===== config.mk =====
export PLATFORM = sky130hd
export DESIGN_NAME = dnsd_ctrl
export DESIGN_NICKNAME = d
export VERILOG_FILES = /design/src/rtl/dnsd_pkg.sv /design/src/rtl/dnsd_ctrl.sv
export SDC_FILE = /design/constraint.sdc
export NUM_CORES = 1
export LEC_CHECK = 0
export ABC_AREA = 1
export BUFFER_PORTS_ARGS = -buffer_cell sky130_fd_sc_hd__buf_2
export CORE_AREA = 2 2 39 41
export DETAILED_ROUTE_END_ITERATION = 16
export DIE_AREA = 0 0 41 43
export HOLD_SLACK_MARGIN = 0.05
export PLACE_DENSITY = 0.7
export SETUP_SLACK_MARGIN = 0.05
export SKIP_CTS_REPAIR_TIMING = 1
export SLEW_MARGIN = 0
export SYNTH_ARGS = -nofsm -noshare
export SYNTH_HDL_FRONTEND = slang
export SYNTH_SLANG_ARGS = --single-unit

===== constraint.sdc =====
create_clock -name clk_i -period 2.1 [get_ports clk_i]
set_input_delay 0.42 -clock clk_i [delete_from_list [all_inputs] [get_ports clk_i]]
set_output_delay 0.42 -clock clk_i [all_outputs]
set_load 0.01 [all_outputs]

===== src/rtl/dnsd_pkg.sv =====
// dnsd_pkg: payload types, command/status structs and constants of the dns name decompressor
// used by every module under rtl/ but dnsd_ram; depends on nothing
`timescale 1ns / 1ps

package dnsd_pkg;

  // operation codes of an input item
  localparam logic OP_LOAD   = 1'b0;
  localparam logic OP_DECODE = 1'b1;

  // result status codes
  localparam logic [1:0] STATUS_OK   = 2'd0;
  localparam logic [1:0] STATUS_OOB  = 2'd1;
  localparam logic [1:0] STATUS_HOPS = 2'd2;

  // configuration register indexes
  localparam int unsigned CFG_IDX_W  = 1;
  localparam int unsigned CFG_DATA_W = 10;
  localparam logic [CFG_IDX_W-1:0] CFG_PACKET_LENGTH = 1'd0;
  localparam logic [CFG_IDX_W-1:0] CFG_OUTPUT_LIMIT  = 1'd1;

  // register reset values
  localparam logic [9:0] PACKET_LENGTH_RST = 10'd512;
  localparam logic [8:0] OUTPUT_LIMIT_RST  = 9'd256;

  // encoding constants
  localparam logic [7:0]  PTR_MARK = 8'hC0;
  localparam logic [15:0] PTR_MASK = 16'h3FFF;
  localparam logic [7:0]  DOT_CHAR = 8'h2E;

  // input item
  typedef struct packed {
    logic       op;
    logic [8:0] byte_address;
    logic [7:0] byte_value;
    logic [8:0] start_offset;
  } dnsd_in_t;

  // result item
  typedef struct packed {
    logic [63:0] name_chunk;
    logic [3:0]  chunk_bytes;
    logic        last;
    logic [1:0]  status;
    logic [9:0]  resume_offset;
  } dnsd_out_t;

  // controller to datapath commands
  typedef struct packed {
    logic       load_wr;      // write one packet byte
    logic       start;        // init a walk
    logic       len_rd;       // read length byte at pos
    logic       ptr_rd;       // read second pointer byte
    logic       ptr_take;     // jump to pointer target
    logic       label_start;  // begin label copy, insert dot
    logic       copy_rd;      // read one label byte
    logic       term;         // terminating zero seen
    logic       emit_init;    // rewind text read index
    logic       chunk_clear;  // start a new chunk
    logic       fill_rd;      // read one text byte into chunk
    logic       push;         // load output register
    logic       set_err;      // record an error
    logic [1:0] err_code;
  } dnsd_cmd_t;

  // datapath to controller status
  typedef struct packed {
    logic pos_oob;
    logic is_zero;
    logic is_ptr;
    logic ptr_oob;
    logic hop_lim;
    logic label_oob;
    logic cnt_last;
    logic fill_more;
    logic done;
    logic out_free;
  } dnsd_sts_t;

endpackage


===== src/rtl/dnsd_ctrl.sv =====
// dnsd_ctrl: controller state machine of the name walk and the chunk emission
// depends on dnsd_pkg; drives the datapath in dnsd_dp
`timescale 1ns / 1ps

module dnsd_ctrl
  import dnsd_pkg::*;
(
  input  logic      clk_i,
  input  logic      rst_ni,
  input  logic      in_valid_i,
  input  logic      in_op_i,
  output logic      busy_o,
  input  dnsd_sts_t sts_i,
  output dnsd_cmd_t cmd_o
);

  typedef enum logic [2:0] {
    ST_IDLE,
    ST_LEN,
    ST_LENW,
    ST_PTRW,
    ST_COPY,
    ST_FILL,
    ST_PUSH
  } state_e;

  state_e state_q, state_d;
  logic   busy_q, busy_d;
  logic   in_acc;

  assign in_acc = in_valid_i && !busy_q;

  // next state and commands
  always_comb begin
    state_d = state_q;
    busy_d  = busy_q;
    cmd_o   = '0;
    case (state_q)
      ST_IDLE: begin
        if (in_acc && in_op_i == OP_LOAD) begin
          cmd_o.load_wr = 1'b1;
        end else if (in_acc) begin
          cmd_o.start = 1'b1;
          busy_d      = 1'b1;
          state_d     = ST_LEN;
        end
      end
      ST_LEN: begin
        if (sts_i.pos_oob) begin
          cmd_o.set_err  = 1'b1;
          cmd_o.err_code = STATUS_OOB;
          state_d        = ST_PUSH;
        end else begin
          cmd_o.len_rd = 1'b1;
          state_d      = ST_LENW;
        end
      end
      ST_LENW: begin
        if (sts_i.is_zero) begin
          cmd_o.term        = 1'b1;
          cmd_o.emit_init   = 1'b1;
          cmd_o.chunk_clear = 1'b1;
          state_d           = ST_FILL;
        end else if (sts_i.is_ptr) begin
          if (sts_i.ptr_oob) begin
            cmd_o.set_err  = 1'b1;
            cmd_o.err_code = STATUS_OOB;
            state_d        = ST_PUSH;
          end else if (sts_i.hop_lim) begin
            cmd_o.set_err  = 1'b1;
            cmd_o.err_code = STATUS_HOPS;
            state_d        = ST_PUSH;
          end else begin
            cmd_o.ptr_rd = 1'b1;
            state_d      = ST_PTRW;
          end
        end else if (sts_i.label_oob) begin
          cmd_o.set_err  = 1'b1;
          cmd_o.err_code = STATUS_OOB;
          state_d        = ST_PUSH;
        end else begin
          cmd_o.label_start = 1'b1;
          state_d           = ST_COPY;
        end
      end
      ST_PTRW: begin
        cmd_o.ptr_take = 1'b1;
        state_d        = ST_LEN;
      end
      ST_COPY: begin
        cmd_o.copy_rd = 1'b1;
        if (sts_i.cnt_last) begin
          state_d = ST_LEN;
        end
      end
      ST_FILL: begin
        if (sts_i.fill_more) begin
          cmd_o.fill_rd = 1'b1;
        end else begin
          state_d = ST_PUSH;
        end
      end
      ST_PUSH: begin
        if (sts_i.out_free) begin
          cmd_o.push = 1'b1;
          if (sts_i.done) begin
            busy_d  = 1'b0;
            state_d = ST_IDLE;
          end else begin
            cmd_o.chunk_clear = 1'b1;
            state_d           = ST_FILL;
          end
        end
      end
      default: begin
        state_d = ST_IDLE;
        busy_d  = 1'b0;
      end
    endcase
  end

  // state and registered busy flag
  always_ff @(posedge clk_i or negedge rst_ni) begin
    if (!rst_ni) begin
      state_q <= ST_IDLE;
      busy_q  <= 1'b0;
    end else begin
      state_q <= state_d;
      busy_q  <= busy_d;
    end
  end

  assign busy_o = busy_q;

  // busy exactly while a decode is in flight
  assert property (@(posedge clk_i) disable iff (!rst_ni)
    (state_q == ST_IDLE) == !busy_q)
    else $error("busy flag out of step with state");

  // a plain in-bounds length byte always starts a copy run
  assert property (@(posedge clk_i) disable iff (!rst_ni)
    (state_q == ST_LENW && !sts_i.is_zero && !sts_i.is_ptr && !sts_i.label_oob)
      |=> state_q == ST_COPY)
    else $error("label copy not entered");

  // a final push always returns to idle
  assert property (@(posedge clk_i) disable iff (!rst_ni)
    (cmd_o.push && sts_i.done) |=> !busy_q)
    else $error("decode did not finish after final push");

endmodule


==> impl_metrics.csv, run 1 <==
group,metric,value,unit
critical_path,critPathLaunchType,"flip-flop",
timing,fin_crit_sh,91.2,%
die,die_y,43,µm
global_routing,track_usage,15.2,%
synthesis,synth-seq-cells,4,
detailed_routing,drtIter0Drc,10,
power_and_ir_drop,switching_power,372,µW
flow_run,max_cap_violations,0,
clock_network,cts.sinks,4,
power_and_ir_drop,p_per_area,1080,nW/µm²
clock_network,clockBufferDepth,2,
global_routing,overflow,0,
synthesis,synthCells,80,
critical_path,crit_chain,"nor3_4 > nand2_1 > nor4_2 > buf_2",
clock_network,clk_pin_slew,0.04,ns
global_routing,antenna_found_initial,0,
critical_path,worstRegToRegCells,6,
synthesis,synth_ff_type,"dfrtp_1",
detailed_routing,remaining_drc_errors,0,
critical_path,timing.rr.end,"state_q[2]",
clock_network,clockRootBuffer,"clkbuf_4",
min_path,hold_class,"in -> reg",
timing,worst_pin_slew,0.303,ns
synthesis,synth_top_area_cell,"dfrtp_1",
critical_path,crit_end,"cmd_o[1]",
synthesis,syn_avg_cell_area,6.16,µm²
detailed_routing,vias_per_cell,4.71,
critical_path,cpPeakStageDelay,0.49,ns
critical_path,critPathKind,"reg -> out",
timing,period_needed,1.92,ns
die,die_w,41,µm
timing,setup_tns,0,ns
placed_design,portBuffers,29,
timing,holdWs,0.475,ns
detailed_routing,wl_per_cell,9.67,µm
die,num_rows,14,
placed_design,post-place-ws,0.351,ns
detailed_routing,routed_wirelength,1220,µm
die,pin_count,30,
clock_network,cts_tree,"done",
finish,num-nets-final,126,
synthesis,ys_seq_area_share,20.3,%
global_routing,grt_first_pass_wirelength,1880,µm
timing,timing.fmax,522,MHz
timing,finalMaxSlewViolations,0,
critical_path,required,1.68,ns
critical_path,critPathArrivalTime,1.50,ns
clock_network,cts_made_buffers,3,
power_and_ir_drop,power.switching_fraction,51.8,%
die,core,1380,µm²
outcome,outcome,"finished clean",
synthesis,yosys_warnings,0,
power_and_ir_drop,peakVddDrop,0.000522,V
die,start_util,35.6,%
synthesis,async_reset_ff_share,100,%
finish,drive_gt1_share,45.5,%
timing,setup_viol,0,
timing,timing.final.ws_setup,0.185,ns
die,die_area,1760,µm²
detailed_routing,antenna_left,0,
power_and_ir_drop,internal_power,345,µW
synthesis,synth_common_cells,"nand2_1 (18), nor2_1 (12), inv_1 (11)",
critical_path,r2r_slack,0.85,ns
synthesis,synth_edf_count,0,
timing,rsz0062_at_grt,"false",
synthesis,ys_types,22,
critical_path,critPathMaxFanout,10,
timing,slew-limit-headroom,79.8,%
finish,fin_cells,126,
synthesis,post-synth-top-count-cell,"nand2_1",
critical_path,rr_startpoint,"state_q[0]",
critical_path,timing.critical_path.buf_inv,1,
clock_network,worstSkewPairLatency,0.23,ns
finish,diodes,0,
synthesis,syn_nets,94,
synthesis,synth_top_area_share,20.3,%
placed_design,dp_hpwl,1030,µm
detailed_routing,vias,594,
power_and_ir_drop,power_frac_comb,60.0,%
power_and_ir_drop,sequentialPowerShare,26.9,%
critical_path,cp_top_family,"simple AND/OR/NAND/NOR gates",
placed_design,place_congestion,0.881,
synthesis,netlist_area,493,µm²
timing,finalClockSkew,0.000456,ns
critical_path,crit_start,"state_q[2]",
detailed_routing,drtPass1Iterations,5,
power_and_ir_drop,power,717,µW
clock_network,htreeDepth,1,
timing,hold_viol_final,0,
power_and_ir_drop,power.leakage,0.422,nW
global_routing,grt_max_degree,11,
critical_path,worst-path-stages,4,
synthesis,yosys-top-cells-area,"dfrtp_1 (20%), nand2_1 (14%), nor2_1 (9.1%)",
critical_path,cpMaxStageDelayCell,"dfrtp_2",
global_routing,grt_pass1_vias,503,
placed_design,dp.cells,122,
power_and_ir_drop,clkPwrFrac,13.1,%
finish,syn2layout_area_growth,35.3,%
critical_path,critPathCaptureType,"output pin",
-- flip-flops by register name, summed over array words and instances, names as in the netlist --
| name | cells |
|---|---|
| state_q | 3 |
| busy_o | 1 |
-- tightest hold or removal path: stages --
cell	delay (ns)
buf_2	0.11
nand3_2	0.09
nand2_1	0.05
-- routing by layer --
layer,vias up,global-route usage (%),share of wire (%),wire (µm)
li1,313,-,-,-
met1,250,18.2,41,498
met2,31,25.9,50,611
met3,0,4.71,8.9,108
met4,0,2.00,0,0
met5,-,0,0,0
-- through the flow --
step,area (µm²),utilization [%]
2_1_floorplan,493,-
3_3_place_gp,632,45.7
3_5_place_dp,632,45.7
4_1_cts,654,47.3
5_1_grt,667,48.2
6_report,667,48.2
-- placed cells by master (no fill, tap or decap), drive strengths merged --
| master | n |
|---|---|
| a21oi | 1 |
| buf | 29 |
| clkbuf | 3 |
| dfrtp | 4 |
| dlygate4sd3 | 1 |
| inv | 13 |
| nand2 | 22 |
| nand3 | 9 |
| nand3b | 1 |
| nand4 | 2 |
| nor2 | 16 |
| nor3 | 4 |
| nor4 | 1 |
| o21ai | 3 |
| or2 | 1 |
-- power groups by stage --
stage / clock (mW) / combinational, mW / sequential (mW)
floorplan: 0 / 0.375 / 0.149
global route: 0.101 / 0.489 / 0.203
finish: 0.0939 / 0.430 / 0.193
CTS: 0.0981 / 0.432 / 0.191
global placement: 0 / 0.425 / 0.187
detailed placement: 0 / 0.430 / 0.191
-- kinds of logic (layout without fill, tap and decap cells) --
family | Yosys count | count (layout) | synth area share [%]
AND/OR/NAND/NOR | 56 | 56 | 60.4
flip-flops | 4 | 4 | 20.3
AO/OA/AOI/OAI | 4 | 4 | 4.06
buffers and inverters | 16 | 46 | 15.2
-- cell type report --
| cell class | count | area, µm² |
|---|---|---|
| Timing Repair Buffer | 30 | 155 |
| Sequential cell | 4 | 103 |
| Fill cell | 152 | 717 |
| Clock buffer | 3 | 22.5 |
| Tap cell | 16 | 20.0 |
| Inverter | 13 | 48.8 |
| Multi-Input combinational cell | 60 | 318 |
-- worst min path at each step --
stage,depth (start not counted),slack [ns],endpoint,startpoint
global route,3,0.48,state_q[0],sts_i[2]
CTS,1,-0.02,busy_o,rst_ni
floorplan,0,0.12,busy_o,rst_ni
global placement,1,0.23,busy_o,rst_ni
detailed placement,1,0.23,busy_o,rst_ni
finish,3,0.48,state_q[0],sts_i[2]
Power figures use the tool's default switching activity.
==> inputs of run 2 (changes only) <==
Settings changed: PLACE_DENSITY 0.7 to 0.75, SLEW_MARGIN 0 to 20.
==> run 2 against run 1 <==
  * Final cell count unchanged
  * Critical path depth unchanged
  * Sequential share of layout area unchanged
  * Combinational power about the same
  * Final area unchanged
  * Global-route usage down 0.20 points
  * Worst setup slack better by 0.044 ns
  * Worst hold slack worse by 0.0024 ns
  * Fmax up 2.4%
  * Critical path type unchanged
==> impl_metrics.csv, run 2 (synthesis gave the netlist of run 1 again) <==
group,metric,value,unit
critical_path,required,1.68,ns
detailed_routing,remaining_drc_errors,0,
finish,diodes,0,
power_and_ir_drop,p_per_area,1080,nW/µm²
finish,num-nets-final,126,
placed_design,place_congestion,0.904,
clock_network,worstSkewPairLatency,0.24,ns
detailed_routing,vias_per_cell,4.63,
clock_network,htreeDepth,1,
detailed_routing,vias,583,
placed_design,dp.cells,122,
global_routing,grt_first_pass_wirelength,1810,µm
detailed_routing,drtIter0Drc,8,
finish,syn2layout_area_growth,35.3,%
clock_network,cts.sinks,4,
critical_path,timing.rr.end,"state_q[0]",
min_path,worstHoldStart,"sts_i[2]",
detailed_routing,antenna_left,0,
die,core,1380,µm²
detailed_routing,wl_per_cell,9.10,µm
placed_design,portBuffers,29,
clock_network,cts_made_buffers,3,
timing,worst_pin_slew,0.305,ns
global_routing,overflow,0,
critical_path,worstRegToRegCells,6,
timing,finalMaxSlewViolations,0,
die,num_rows,14,
critical_path,cp_top_family,"simple AND/OR/NAND/NOR gates",
die,start_util,35.6,%
critical_path,critPathCaptureType,"output pin",
clock_network,clockRootBuffer,"clkbuf_4",
placed_design,dp_hpwl,956,µm
critical_path,critPathKind,"reg -> out",
critical_path,critPathMaxFanout,10,
critical_path,worst-path-stages,4,
critical_path,rr_startpoint,"state_q[0]",
die,die_y,43,µm
finish,largest-register,"state_q",
outcome,outcome,"finished clean",
timing,slew-limit-headroom,79.7,%
detailed_routing,routed_wirelength,1150,µm
global_routing,grt_pass1_vias,466,
min_path,hold_end,"state_q[0]",
timing,setup_viol,0,
critical_path,cpMaxStageDelayCell,"dfrtp_2",
global_routing,antenna_found_initial,0,
timing,hold_viol_final,0,
timing,setup_tns,0,ns
critical_path,r2r_slack,0.86,ns
die,pin_count,30,
clock_network,clk_pin_slew,0.04,ns
critical_path,cpPeakStageDelay,0.48,ns
power_and_ir_drop,power.leakage,0.422,nW
global_routing,grt_max_degree,11,
critical_path,critPathArrivalTime,1.45,ns
critical_path,critPathLaunchType,"flip-flop",
timing,rsz0062_at_grt,"false",
finish,layout_commonest_cell,"buf_2",
finish,fin_cells,126,
timing,fin_crit_sh,89.1,%
power_and_ir_drop,peakVddDrop,0.000477,V
global_routing,track_usage,15.0,%
min_path,hold_class,"in -> reg",
detailed_routing,drtPass1Iterations,2,
finish,largest_register_ffs,3,
timing,timing.fmax,534,MHz
clock_network,clockBufferDepth,2,
finish,drive_gt1_share,45.5,%
critical_path,timing.critical_path.buf_inv,1,
critical_path,crit_chain,"nor3_4 > nand2_1 > nor4_2 > buf_2",
timing,period_needed,1.87,ns
finish,final_cell_mix,"buf_2 (29), nand2_1 (18), nor2_1 (12)",
timing,finalClockSkew,0.00685,ns
min_path,min_delay_path_depth,3,
die,die_area,1760,µm²
clock_network,cts_tree,"done",
die,die_w,41,µm
flow_run,max_cap_violations,0,
## run 2: cell counts in the layout (fill, tap and decap cells not counted)
Identical to the previous run, type by type.
## run 2: tightest hold or removal path, stage by stage
cell and delay (ns):
buf_2 0.10, nand3_2 0.08, nand2_1 0.06
## run 2: worst max-delay path by stage
stage | from | endpoint | slack, ns
2_1_floorplan | state_q[2] | cmd_o[1] | 0.61
3_3_place_gp | state_q[1] | cmd_o[2] | 0.46
3_5_place_dp | state_q[1] | cmd_o[1] | 0.42
4_1_cts | state_q[2] | cmd_o[1] | 0.17
5_1_grt | state_q[2] | cmd_o[1] | 0.12
6_report | state_q[2] | cmd_o[1] | 0.23
## run 2: cell type report
| cell class | instances | area (µm²) |
|---|---|---|
| clock buffer | 3 | 22.5 |
| inverter | 13 | 48.8 |
| tap | 16 | 20.0 |
| fill | 155 | 717 |
| timing repair buffer | 30 | 155 |
| sequential | 4 | 103 |
| multi-input combinational | 60 | 318 |
## run 2: per-stage QoR
step | instance area [µm²] | worst slack (ns) | hold WS (ns) | total power [mW] | utilization, %
after floorplan | 493 | 0.607 | 0.124 | 0.525 | -
after global placement | 632 | 0.460 | 0.228 | 0.610 | 45.7
after detailed placement | 632 | 0.424 | 0.233 | 0.619 | 45.7
after CTS | 654 | 0.166 | -0.0221 | 0.722 | 47.3
after global routing | 667 | 0.116 | 0.469 | 0.804 | 48.2
final | 667 | 0.229 | 0.473 | 0.720 | 48.2
## run 2: power by group
part           internal [mW]  leakage, nW  switching (mW)
Clock                 0.0640       0.0138          0.0335
Sequential             0.115       0.0478          0.0758
Combinational          0.166        0.361           0.266
## run 2: routing by layer
metal | vias up | routed length (µm) | GRT usage [%]
li1 | 314 | - | -
met5 | - | 0 | 0
met3 | 2 | 87 | 5.24
met2 | 22 | 529 | 21.3
met1 | 245 | 513 | 20.2
met4 | 0 | 16 | 6.00
